==> src/hdl/cstrip_pkg.sv <==
// Shared types and character constants for the C comment stripper.
`timescale 1ns / 1ps

package cstrip_pkg;

  // Character codes the lexer reacts to.
  localparam logic [7:0] CH_SLASH = 8'h2F;
  localparam logic [7:0] CH_STAR  = 8'h2A;
  localparam logic [7:0] CH_BSL   = 8'h5C;
  localparam logic [7:0] CH_NL    = 8'h0A;
  localparam logic [7:0] CH_DQ    = 8'h22;
  localparam logic [7:0] CH_SQ    = 8'h27;
  localparam logic [7:0] CH_SPACE = 8'h20;

  // Result queue geometry.
  localparam int QUEUE_DEPTH = 4;
  localparam int PTR_W       = $clog2(QUEUE_DEPTH);
  localparam int CNT_W       = $clog2(QUEUE_DEPTH + 1);

  // Lexer states, one-hot.
  typedef enum logic [9:0] {
    ST_CODE   = 10'b00_0000_0001,
    ST_SLASH  = 10'b00_0000_0010,
    ST_BSLASH = 10'b00_0000_0100,
    ST_DQ     = 10'b00_0000_1000,
    ST_DQ_ESC = 10'b00_0001_0000,
    ST_SQ     = 10'b00_0010_0000,
    ST_SQ_ESC = 10'b00_0100_0000,
    ST_LINE   = 10'b00_1000_0000,
    ST_BLOCK  = 10'b01_0000_0000,
    ST_STAR   = 10'b10_0000_0000
  } lex_state_t;

  // Characters produced by one input byte.
  typedef struct packed {
    logic [1:0] count;
    logic [7:0] ch0;
    logic [7:0] ch1;
    logic       qerr;
    logic       err;
  } cstrip_emit_t;

  // One result transaction as held in the queue.
  typedef struct packed {
    logic [7:0] out_char;
    logic       last;
    logic       quote_error;
    logic       any_error;
  } cstrip_entry_t;

endpackage

==> src/hdl/cstrip_lexer.sv <==
// Ten-state comment lexer: state registers and the per-byte transition logic.
`timescale 1ns / 1ps

module cstrip_lexer import cstrip_pkg::*; (
  input  logic         clk,
  input  logic         rst,
  input  logic         step,
  input  logic [7:0]   ch,
  output cstrip_emit_t emit
);

  lex_state_t state;
  lex_state_t state_next;
  logic       error_seen;
  logic       qerr;
  logic [1:0] cnt;
  logic [7:0] c0;
  logic [7:0] c1;

  // Transition and emission for the byte at the input register.
  always_comb begin
    state_next = ST_CODE;
    qerr       = 1'b0;
    cnt        = 2'd0;
    c0         = ch;
    c1         = ch;
    unique case (state)
      ST_SLASH: begin
        if (ch == CH_DQ) begin
          cnt = 2'd2; c0 = CH_SLASH; state_next = ST_DQ;
        end else if (ch == CH_SQ) begin
          cnt = 2'd2; c0 = CH_SLASH; state_next = ST_SQ;
        end else if (ch == CH_SLASH) begin
          cnt = 2'd1; c0 = CH_SPACE; state_next = ST_LINE;
        end else if (ch == CH_STAR) begin
          cnt = 2'd1; c0 = CH_SPACE; state_next = ST_BLOCK;
        end else if (ch == CH_BSL) begin
          state_next = ST_BSLASH;
        end else begin
          cnt = 2'd2; c0 = CH_SLASH; state_next = ST_CODE;
        end
      end
      ST_BSLASH: begin
        cnt = 2'd1; state_next = ST_CODE;
      end
      ST_DQ: begin
        cnt = 2'd1;
        if (ch == CH_NL) begin
          qerr = 1'b1; state_next = ST_CODE;
        end else if (ch == CH_BSL) begin
          state_next = ST_DQ_ESC;
        end else if (ch == CH_DQ) begin
          state_next = ST_CODE;
        end else begin
          state_next = ST_DQ;
        end
      end
      ST_SQ: begin
        cnt = 2'd1;
        if (ch == CH_NL) begin
          qerr = 1'b1; state_next = ST_CODE;
        end else if (ch == CH_BSL) begin
          state_next = ST_SQ_ESC;
        end else if (ch == CH_SQ) begin
          state_next = ST_CODE;
        end else begin
          state_next = ST_SQ;
        end
      end
      ST_DQ_ESC: begin
        cnt = 2'd1; state_next = ST_DQ;
      end
      ST_SQ_ESC: begin
        cnt = 2'd1; state_next = ST_SQ;
      end
      ST_LINE: begin
        if (ch == CH_NL) begin
          cnt = 2'd1; state_next = ST_CODE;
        end else if (ch == CH_BSL) begin
          state_next = ST_BSLASH;
        end else begin
          state_next = ST_LINE;
        end
      end
      ST_BLOCK: begin
        if (ch == CH_NL) begin
          cnt = 2'd1; state_next = ST_BLOCK;
        end else if (ch == CH_STAR) begin
          state_next = ST_STAR;
        end else begin
          state_next = ST_BLOCK;
        end
      end
      ST_STAR: begin
        if (ch == CH_SLASH) begin
          state_next = ST_CODE;
        end else if (ch == CH_STAR) begin
          state_next = ST_STAR;
        end else if (ch == CH_NL) begin
          cnt = 2'd1; state_next = ST_BLOCK;
        end else begin
          state_next = ST_BLOCK;
        end
      end
      // Normal code; any unreachable code behaves the same way.
      default: begin
        if (ch == CH_SLASH) begin
          state_next = ST_SLASH;
        end else begin
          cnt = 2'd1;
          if (ch == CH_DQ) begin
            state_next = ST_DQ;
          end else if (ch == CH_SQ) begin
            state_next = ST_SQ;
          end else begin
            state_next = ST_CODE;
          end
        end
      end
    endcase
  end

  assign emit.count = cnt;
  assign emit.ch0   = c0;
  assign emit.ch1   = c1;
  assign emit.qerr  = qerr;
  assign emit.err   = error_seen | qerr;

  // State update when the byte is committed to the result queue.
  always_ff @(posedge clk) begin
    if (rst) begin
      state      <= ST_CODE;
      error_seen <= 1'b0;
    end else if (step) begin
      state <= state_next;
      if (qerr) begin
        error_seen <= 1'b1;
      end
    end
  end

endmodule

==> src/hdl/cstrip_queue.sv <==
// Result queue: takes up to two characters per cycle, gives out one per cycle while out_ready is high.
`timescale 1ns / 1ps

module cstrip_queue import cstrip_pkg::*; (
  input  logic          clk,
  input  logic          rst,
  input  logic [1:0]    push_cnt,
  input  cstrip_entry_t push0,
  input  cstrip_entry_t push1,
  output logic          space,
  output logic          out_valid,
  input  logic          out_ready,
  output cstrip_entry_t out_entry
);

  cstrip_entry_t mem [QUEUE_DEPTH];
  logic [PTR_W-1:0] wr_ptr;
  logic [PTR_W-1:0] rd_ptr;
  logic [CNT_W-1:0] count;
  logic             pop;
  logic [PTR_W-1:0] wr_ptr_p1;

  assign pop       = out_valid && out_ready;
  assign out_valid = (count != '0);
  assign out_entry = mem[rd_ptr];
  // Room for the largest burst of one byte.
  assign space     = (count <= CNT_W'(QUEUE_DEPTH - 2));
  assign wr_ptr_p1 = wr_ptr + PTR_W'(1);

  // Storage writes.
  always_ff @(posedge clk) begin
    if (push_cnt != 2'd0) begin
      mem[wr_ptr] <= push0;
    end
    if (push_cnt == 2'd2) begin
      mem[wr_ptr_p1] <= push1;
    end
  end

  // Pointers and fill count.
  always_ff @(posedge clk) begin
    if (rst) begin
      wr_ptr <= '0;
      rd_ptr <= '0;
      count  <= '0;
    end else begin
      wr_ptr <= wr_ptr + PTR_W'(push_cnt);
      if (pop) begin
        rd_ptr <= rd_ptr + PTR_W'(1);
      end
      count <= count + CNT_W'(push_cnt) - CNT_W'(pop);
    end
  end

endmodule

==> src/hdl/c_comment_stripper.sv <==
// Top level of the C comment stripper stream block.
`timescale 1ns / 1ps

// Streams C source text one byte per transaction and returns the text with
// every comment replaced by a single space; newlines inside block comments
// are kept, and literals pass unchanged. Each input byte yields zero, one or
// two output transactions; m_tlast marks the final one of a byte. A newline
// inside an open string or char literal closes it and sets quote_error on
// that transaction, and any_error stays set from then on until reset.
// Throughput is one input byte per cycle while bytes yield at most one
// character each and m_tready stays high; the result queue drains one
// transaction per cycle. An accepted byte passes the input register and
// then the result queue before its first output transaction.

module c_comment_stripper import cstrip_pkg::*; (
  input  logic       clk,
  input  logic       rst,
  input  logic       s_tvalid,
  output logic       s_tready,
  input  logic [7:0] s_tdata,   // [7:0] ch
  output logic       m_tvalid,
  input  logic       m_tready,
  output logic [7:0] m_tdata,   // [7:0] out_char
  output logic       m_tlast,
  output logic [1:0] m_tuser    // [0] quote_error, [1] any_error
);

  logic          in_valid;
  logic [7:0]    in_ch;
  logic          step;
  logic          space;
  logic [1:0]    push_cnt;
  cstrip_emit_t  emit;
  cstrip_entry_t push0;
  cstrip_entry_t push1;
  cstrip_entry_t out_entry;

  assign step     = in_valid && space;
  assign s_tready = !in_valid || step;

  // Input register.
  always_ff @(posedge clk) begin
    if (rst) begin
      in_valid <= 1'b0;
    end else if (s_tvalid && s_tready) begin
      in_valid <= 1'b1;
    end else if (step) begin
      in_valid <= 1'b0;
    end
  end

  always_ff @(posedge clk) begin
    if (s_tvalid && s_tready) begin
      in_ch <= s_tdata;
    end
  end

  cstrip_lexer u_lexer (
    .clk  (clk),
    .rst  (rst),
    .step (step),
    .ch   (in_ch),
    .emit (emit)
  );

  // Build queue entries from the lexer's emission.
  assign push_cnt          = step ? emit.count : 2'd0;
  assign push0.out_char    = emit.ch0;
  assign push0.last        = (emit.count == 2'd1);
  assign push0.quote_error = emit.qerr;
  assign push0.any_error   = emit.err;
  assign push1.out_char    = emit.ch1;
  assign push1.last        = 1'b1;
  assign push1.quote_error = emit.qerr;
  assign push1.any_error   = emit.err;

  cstrip_queue u_queue (
    .clk       (clk),
    .rst       (rst),
    .push_cnt  (push_cnt),
    .push0     (push0),
    .push1     (push1),
    .space     (space),
    .out_valid (m_tvalid),
    .out_ready (m_tready),
    .out_entry (out_entry)
  );

  assign m_tdata = out_entry.out_char;
  assign m_tlast = out_entry.last;
  assign m_tuser = {out_entry.any_error, out_entry.quote_error};

endmodule

==> config.mk <==
export PLATFORM = sky130hd
export DESIGN_NAME = c_comment_stripper
export DESIGN_NICKNAME = d
export VERILOG_FILES = /design/src/hdl/cstrip_pkg.sv /design/src/hdl/cstrip_lexer.sv /design/src/hdl/cstrip_queue.sv /design/src/hdl/c_comment_stripper.sv
export SDC_FILE = /design/constraint.sdc
export NUM_CORES = 1
export LEC_CHECK = 0
export BUFFER_PORTS_ARGS = -buffer_cell sky130_fd_sc_hd__buf_4
export CORE_MARGIN = 10
export CORE_UTILIZATION = 40
export CTS_CLUSTER_SIZE = 8
export DETAILED_ROUTE_END_ITERATION = 6
export GPL_ROUTABILITY_DRIVEN = 0
export PLACE_DENSITY = 0.52
export SYNTH_ARGS = -nofsm -noshare
export SYNTH_HDL_FRONTEND = slang
export SYNTH_SLANG_ARGS = --single-unit
==> constraint.sdc <==
create_clock -name clk -period 5.85 [get_ports clk]
set_input_delay 0.8775 -clock clk [delete_from_list [all_inputs] [get_ports clk]]
set_output_delay 0.8775 -clock clk [all_outputs]
set_load 0.01 [all_outputs]
==> results of run 1 <==
## metrics by stage
stage / setup slack [ns] / power, mW / hold slack [ns]
after global placement: 2.43 / 1.07 / 0.492
after floorplan: 2.82 / 0.943 / 0.470
after CTS: 2.27 / 1.60 / 0.521
final: 2.31 / 1.57 / 0.519
after detailed placement: 2.30 / 1.07 / 0.510
after global routing: 2.07 / 1.66 / 0.562
## registers in the layout, summed over array words and instances, names as in the netlist, named ones only
name / flops
u_queue.mem: 44
u_lexer.state: 10
in_ch: 8
u_queue.count: 3
u_queue.rd_ptr: 2
u_queue.wr_ptr: 2
in_valid: 1
u_lexer.error_seen: 1
## path summary, 6_finish.rpt
kind / from / end / slack (ns) / depth (start not counted)
min reg2reg: u_lexer.state[2] / u_lexer.state[2] / 0.52 / 2
max: in_ch[0] / u_queue.mem[3][7] / 2.31 / 6
min: u_lexer.state[2] / u_lexer.state[2] / 0.52 / 2
max reg2reg: in_ch[0] / u_queue.mem[3][7] / 2.31 / 6
## cells by family (layout without fill, tap and decap cells)
logic type / after synthesis / in the layout / share of synthesized area (%)
adders and majority gates: 5 / 5 / 1.69
DFF: 73 / 73 / 46.9
muxes: 12 / 12 / 6.23
buffers and inverters: 43 / 63 / 4.75
AOI/OAI and AO/OA: 86 / 86 / 15.4
xor gates and xnor gates: 11 / 11 / 2.33
and+or+nand+nor: 147 / 147 / 22.7
## worst max-delay path, delay by kind of cell (launching register included)
kind               cells  cell delay, ns
DFF                    1            0.56
AOI/OAI and AO/OA      2            0.47
and+or+nand+nor        4            2.13
## metal layers
metal / vias up / GRT usage (%) / wire length (um)
li1: 1454 / - / -
met1: 1374 / 17.2 / 4480
met2: 40 / 22.1 / 4550
met3: 7 / 3.28 / 313
met4: 0 / 4.17 / 82
met5: - / 0 / 0
## where the power goes
part | total [mW] | internal (mW) | leakage (nW) | switching [mW]
Clock | 0.521 | 0.330 | 0.131 | 0.192
Sequential | 0.669 | 0.601 | 0.631 | 0.0675
Combinational | 0.383 | 0.193 | 0.797 | 0.190
Total | 1.57 | 1.12 | 1.56 | 0.449
## placed cells by master (no fill, tap or decap), types with 9 or more instances in the layout
master    instances
inv_1            20
o21ai_0          17
nand2_1          21
clkbuf_8          9
dfxtp_1          25
edfxtp_1         48
nor2_1           31
mux4_2           11
a21oi_1          23
buf_4            26
## area by class of cell
class,count,share of cell area (%)
tap,136,3.66
clock inverter,6,2.96
sequential,73,41.7
multi-input combinational,261,43.0
clock buffer,10,2.74
timing repair buffer,26,4.19
inverter,21,1.75
==> results.json, run 1 <==
{
  "io_pins": 25,
  "critPathSlowestCell": "nor2b_1",
  "nNetsFinal": 409,
  "fin_crit_ns": 3.54,
  "root_buffer": "clkbuf_8",
  "drt_iter0_markers": 194,
  "yosysSeqAreaShare_pct": 46.9,
  "cts_resized": 0,
  "clockBufferDepth": 2,
  "multi_input_area_um2": 2000,
  "syn_nets": 394,
  "numCtsBuffers": 9,
  "maxSlewViolCount": 0,
  "synth.most_common_cell": "edfxtp_1",
  "holdBufCountCts": 0,
  "grt_antenna_before_repair": 0,
  "die-area_um2": 14800,
  "portBuffers": 24,
  "synth-seq-cells": 73,
  "syn_inst": 377,
  "syn_avg_cell_area_um2": 11.0,
  "dr_total_vias": 2875,
  "final_util_pct": 45.7,
  "worst_slew_pin_slew_ns": 0.882,
  "cp.arrival_ns": 3.51,
  "max_stage_delay_ns": 0.72,
  "die_w_um": 122,
  "coreArea_um2": 10200,
  "crit_chain": "or4b_1, or2_1, or4_4, o211ai_2, a21oi_2, nor2b_1",
  "ir_drop_mv": 0.155,
  "max_cap_violations": 0,
  "first_global_vias": 2929,
  "drive_gt1_share_pct": 21.7,
  "wire_per_inst_um": 17.7,
  "synth_edf_count": 48,
  "insertion_delay_ns": 0.35,
  "post-route-drc-count": 0,
  "cp-start-kind": "flop",
  "wl_mm": 9.43,
  "period_share_pct": 60.4,
  "hp-class": "flop to flop",
  "power_density_nw_per_um2": 338,
  "via_per_inst": 5.39,
  "synth_top_area_share_pct": 34.8,
  "synth_area_leaders": "edfxtp_1, dfxtp_1, mux4_2",
  "dp.cells": 517,
  "clock_sinks": 73,
  "yosysWarnings": 0,
  "firstDrtPassIters": 4,
  "final_area_um2": 4650,
  "synth.distinct_cells": 77,
  "regArea_um2": 1940,
  "critical_path_class": "flop to flop",
  "initial_utilization_pct": 40.6,
  "num_rows": 37,
  "rsz0062_at_grt": "no",
  "finClkSkew_ns": 0.0145,
  "grt_pass1_wl_mm": 15.8,
  "antenna_left": 0,
  "dpl-instance-area_um2": 4390,
  "status": "finished, final reports clean",
  "finalHoldViolCount": 0,
  "die_h_um": 122,
  "yosys-top-cells-count": "edfxtp_1, nor2_1, dfxtp_1, a21oi_1, nand2_1",
  "htree_levels": 3,
  "grt_use_total_pct": 13.5,
  "cp_data_required_time_ns": 5.82,
  "insertedDiodeCount": 0,
  "postCtsSetupBuffers": 0,
  "grt_max_degree": 39,
  "maxSlewHeadroom_pct": 40.6,
  "cts_tree": "yes",
  "synth_area_um2": 4140,
  "cp_max_fo": 14,
  "yosys.area.top_type": "edfxtp_1",
  "fillers": 994,
  "max_freq_mhz": 283,
  "finalSetupTns_ns": 0,
  "p_leak_nw": 1.56,
  "grt_overflow": 0,
  "ys.flop_type": "edfxtp_1",
  "setup_violations": 0,
  "area_growth_pct": 12.5,
  "cp-end-kind": "flop",
  "stdcell_count": 533,
  "dp_hpwl_mm": 7.24,
  "cts.clk_slew.worst_paths_ns": 0.08,
  "ys_async_sr_fraction_pct": 0
}
No activity file was read; power rests on OpenSTA's default activity.
==> run 2: changes to the inputs <==
PLACE_DENSITY = 0.54   (was 0.52)
clock period = 3.05 ns   (was 5.85 ns; I/O delays follow)
==> results.json, run 2 (synthesis gave the netlist of run 1 again) <==
{
  "status": "finished, final reports clean",
  "hold-path-endpoint": "in_ch[3]",
  "die-area_um2": 14800,
  "drt_iter0_markers": 130,
  "largest_reg_flops": 44,
  "grt_pass1_wl_mm": 16.2,
  "worst_slew_pin_slew_ns": 0.821,
  "wl_met2_mm": 4.88,
  "period_share_pct": 94.7,
  "power_density_nw_per_um2": 594,
  "dpl-instance-area_um2": 4690,
  "coreArea_um2": 10200,
  "p_leak_nw": 1.73,
  "nNetsFinal": 446,
  "root_buffer": "clkbuf_8",
  "cp_max_fo": 12,
  "dp_hpwl_mm": 7.54,
  "initial_utilization_pct": 40.6,
  "critPathSlowestCell": "or4_4",
  "num_rows": 37,
  "r2r_setup_slack_ns": 0.16,
  "clockBufferDepth": 2,
  "cp-end-kind": "flop",
  "cp_data_required_time_ns": 3.25,
  "grt_antenna_before_repair": 0,
  "crit_top_cell": "buf_4",
  "insertedDiodeCount": 0,
  "cp.arrival_ns": 3.09,
  "hold_path_depth": 1,
  "wire_per_inst_um": 17.3,
  "finalHoldViolCount": 0,
  "reg_top3": "u_queue.mem x44, u_lexer.state x10, in_ch x8",
  "cts_resized": 0,
  "wl_mm": 9.88,
  "first_global_vias": 3137,
  "cp-start-kind": "flop",
  "max_cap_violations": 0,
  "grt_overflow": 0,
  "postCtsSetupBuffers": 0,
  "setup_violations": 0,
  "insertion_delay_ns": 0.35,
  "via_per_inst": 5.38,
  "rsz0062_at_grt": "no",
  "die_w_um": 122,
  "io_pins": 25,
  "htree_levels": 3,
  "final_cell_mix": "buf_4, edfxtp_1, nor2_1",
  "area_growth_pct": 19.2,
  "hp-class": "input port to flop",
  "drive_gt1_share_pct": 29.5,
  "final_area_um2": 4930,
  "max_stage_delay_ns": 0.56,
  "ir_drop_mv": 0.232,
  "numCtsBuffers": 9,
  "clock_sinks": 73,
  "holdBufCountCts": 0,
  "reg2reg_to": "u_queue.mem[0][5]",
  "fin_crit_ns": 2.89,
  "crit_chain": "or3_1, or4_4, buf_4, o211ai_2, buf_4, and2_1, a32o_1",
  "final_common_cell": "buf_4",
  "finalPower_mw": 2.93,
  "top_register": "u_queue.mem",
  "finClkSkew_ns": 0.0101,
  "wl_met1_mm": 4.41,
  "r2r_cells": 7,
  "post-route-drc-count": 0,
  "dr_total_vias": 3067,
  "maxSlewViolCount": 0,
  "max_freq_mhz": 346,
  "grt_use_total_pct": 13.9,
  "maxSlewHeadroom_pct": 44.7,
  "critical_path_class": "flop to flop",
  "r2r_start": "u_lexer.state[5]",
  "portBuffers": 24,
  "dr_wl_met3_um": 390,
  "min_from": "s_tdata[3]",
  "antenna_left": 0,
  "cts_tree": "yes",
  "cts.clk_slew.worst_paths_ns": 0.08,
  "die_h_um": 122,
  "grt_max_degree": 30,
  "finalSetupTns_ns": 0,
  "routed.top_layer": "met4",
  "firstDrtPassIters": 5
}
[run 2: changes by cell type in the layout (fill, tap and decap cells not counted), moves of 2 or more]
cell       change
or4b_1         -2
buf_12         +2
bufinv_16      -2
inv_6          -2
or4b_4         +2
buf_4         +35
clkbuf_1       +2
[run 2: final cells by class]
type	count	area, um2
Fill cell	986	5250
Multi-Input combinational cell	261	2030
Sequential cell	73	1940
Timing Repair Buffer	63	498
Tap cell	136	170
Clock buffer	13	149
Inverter	21	81.3
Clock inverter	3	65.1
[run 2: how the worst max path moves through the flow]
stage                   endpoint             start  slack (ns)
3_5_place_dp    u_queue.count[2]  u_lexer.state[5]        0.09
2_1_floorplan   u_queue.count[2]  u_lexer.state[8]        0.02
3_3_place_gp    u_queue.count[2]          in_ch[0]        0.14
5_1_grt         u_queue.count[2]  u_lexer.state[5]        0.01
4_1_cts         u_queue.count[2]  u_lexer.state[5]        0.06
6_report       u_queue.mem[0][5]  u_lexer.state[5]        0.16
[run 2: layer usage]
layer / up-vias / GRT usage, %
met3: 16 / 3.01
li1: 1529 / -
met5: - / 0
met2: 57 / 23.3
met4: 0 / 5.07
met1: 1465 / 17.2
[run 2: stage by stage]
| stage | util (%) | hold slack [ns] | instances | worst slack [ns] |
|---|---|---|---|---|
| 4_1_cts | 48.2 | 0.267 | 570 | 0.0555 |
| 6_report | 48.4 | 0.278 | 570 | 0.161 |
| 3_3_place_gp | 46.1 | 0.488 | 554 | 0.136 |
| 2_1_floorplan | - | 0.470 | 377 | 0.0156 |
| 5_1_grt | 48.4 | 0.261 | 570 | 0.0149 |
| 3_5_place_dp | 46.1 | 0.499 | 554 | 0.0864 |
[run 2: worst max-delay path, delay by kind of cell, from the launching register on]
family | cells | cell delay, ns
AO/OA/AOI/OAI | 2 | 0.72
buffers and inverters | 2 | 0.43
flip-flops | 1 | 0.37
AND/OR/NAND/NOR | 3 | 1.22
[run 2: power by group]
part | switching, mW | leakage, nW | internal, mW | total (mW)
registers | 0.0648 | 0.631 | 1.15 | 1.22
clock network | 0.343 | 0.108 | 0.483 | 0.826
logic | 0.451 | 0.992 | 0.435 | 0.886
==> run 3: changes to the inputs <==
CORE_UTILIZATION = 55   (was 40)
PLACE_DENSITY = 0.72   (was 0.54)
==> results.json, run 3 (synthesis gave the netlist of run 1 again) <==
{
  "status": "finished, final reports clean",
  "cp.arrival_ns": 3.14,
  "die_h_um": 107,
  "hp-class": "input port to flop",
  "final_cell_mix": "buf_4, edfxtp_1, nor2_1",
  "num_rows": 31,
  "reg2reg_to": "u_queue.count[2]",
  "cp_data_required_time_ns": 3.30,
  "finalSetupTns_ns": 0,
  "p_leak_nw": 1.71,
  "hold_slack_ns": 0.274,
  "power_density_nw_per_um2": 583,
  "grt_use_total_pct": 17.8,
  "clock_sinks": 73,
  "fin_crit_ns": 2.89,
  "dpl-instance-area_um2": 4630,
  "firstDrtPassIters": 5,
  "finalHoldViolCount": 0,
  "antenna_left": 0,
  "critical_path_class": "flop to flop",
  "largest_reg_flops": 44,
  "wl_mm": 9.82,
  "holdBufCountCts": 0,
  "dr_total_vias": 3177,
  "maxSlewHeadroom_pct": 47.0,
  "numCtsBuffers": 9,
  "rsz0062_at_grt": "no",
  "area_growth_pct": 16.5,
  "htree_levels": 3,
  "coreArea_um2": 7290,
  "cts.clk_slew.worst_paths_ns": 0.08,
  "via_per_inst": 5.97,
  "insertedDiodeCount": 0,
  "initial_utilization_pct": 56.8,
  "max_cap_violations": 0,
  "wire_per_inst_um": 18.5,
  "ir_drop_mv": 0.244,
  "finClkSkew_ns": 0.0105,
  "final_area_um2": 4820,
  "final_common_cell": "buf_4",
  "drt_iter0_markers": 304,
  "grt_pass1_wl_mm": 16.0,
  "insertion_delay_ns": 0.36,
  "postCtsSetupBuffers": 0,
  "first_global_vias": 3149,
  "post-route-drc-count": 0,
  "cp-start-kind": "flop",
  "root_buffer": "clkbuf_8",
  "period_share_pct": 94.7,
  "r2r_start": "in_ch[0]",
  "cp_max_fo": 3,
  "top_register": "u_queue.mem",
  "reg_top3": "u_queue.mem x44, u_lexer.state x10, in_ch x8",
  "r2r_setup_slack_ns": 0.16,
  "drive_gt1_share_pct": 28.9,
  "max_freq_mhz": 346,
  "critPathCapture": "u_queue.count[2]",
  "clockBufferDepth": 2,
  "setup_violations": 0,
  "portBuffers": 24,
  "dp_hpwl_mm": 7.13,
  "cts_tree": "yes",
  "dp.cells": 516,
  "r2r_cells": 11,
  "stdcell_count": 532,
  "nNetsFinal": 445,
  "die_w_um": 107,
  "crit_start": "in_ch[0]",
  "cp-end-kind": "flop",
  "cts_resized": 0,
  "grt_antenna_before_repair": 0,
  "grt_max_degree": 21,
  "die-area_um2": 11400,
  "io_pins": 25,
  "worst_slew_pin_slew_ns": 0.787,
  "grt_overflow": 0,
  "maxSlewViolCount": 0
}
## run 3: cell types whose count changed in the layout (fill, tap and decap cells not counted), sizes merged
cell / previous run / this run
bufinv: 2 / 0
clkinv: 1 / 3
buf: 63 / 62
clkbuf: 13 / 12
inv: 21 / 22
## run 3: area by class of cell
class / count / area [um2]
Clock buffer: 12 / 155
Clock inverter: 4 / 27.5
Fill cell: 599 / 2470
Inverter: 21 / 81.3
Multi-Input combinational cell: 261 / 2010
Sequential cell: 73 / 1940
Tap cell: 99 / 124
Timing Repair Buffer: 62 / 478
## run 3: worst min-delay path by stage
stage                      startpoint                 to  slack, ns  cells past startpoint
global route               s_tdata[6]           in_ch[6]       0.25                      1
global placement    u_queue.mem[3][2]  u_queue.mem[3][2]       0.49                      2
CTS                        s_tdata[6]           in_ch[6]       0.27                      1
floorplan            u_lexer.state[1]   u_lexer.state[1]       0.47                      2
finish                     s_tdata[6]           in_ch[6]       0.27                      1
detailed placement   u_lexer.state[1]   u_lexer.state[1]       0.51                      2
## run 3: critical path, stage by stage, from the launching register on
cell and delay (ns):
edfxtp_1 0.39, or4b_4 0.56, or2_1 0.27, or4_4 0.51, nand2_1 0.11, o22ai_2 0.09
nor2_2 0.13, ha_1 0.18, fa_1 0.19, xor2_1 0.17, xnor2_1 0.14, nor2_1 0.05
## run 3: per-layer routing
layer / global-route usage (%) / vias to the layer above / share of wire [%]
li1: - / 1523 / -
met1: 21.2 / 1518 / 41
met2: 30.2 / 118 / 51
met3: 4.37 / 18 / 6.1
met4: 7.16 / 0 / 2.0
met5: 0 / - / 0
## run 3: through the flow
step                      total power [mW]  setup WS (ns)  utilization, %
after floorplan                       1.81         0.0156               -
after global placement                2.09          0.166            63.4
after detailed placement              2.11         0.0891            63.4
after CTS                             2.82         0.0797            65.9
after global routing                  2.96        0.00831            66.1
final                                 2.81          0.160            66.1
## run 3: power by group
group          leakage (nW)  internal, mW  switching (mW)
combinational         0.982         0.419           0.404
sequential            0.631          1.15           0.113
clock                0.0967         0.342           0.379
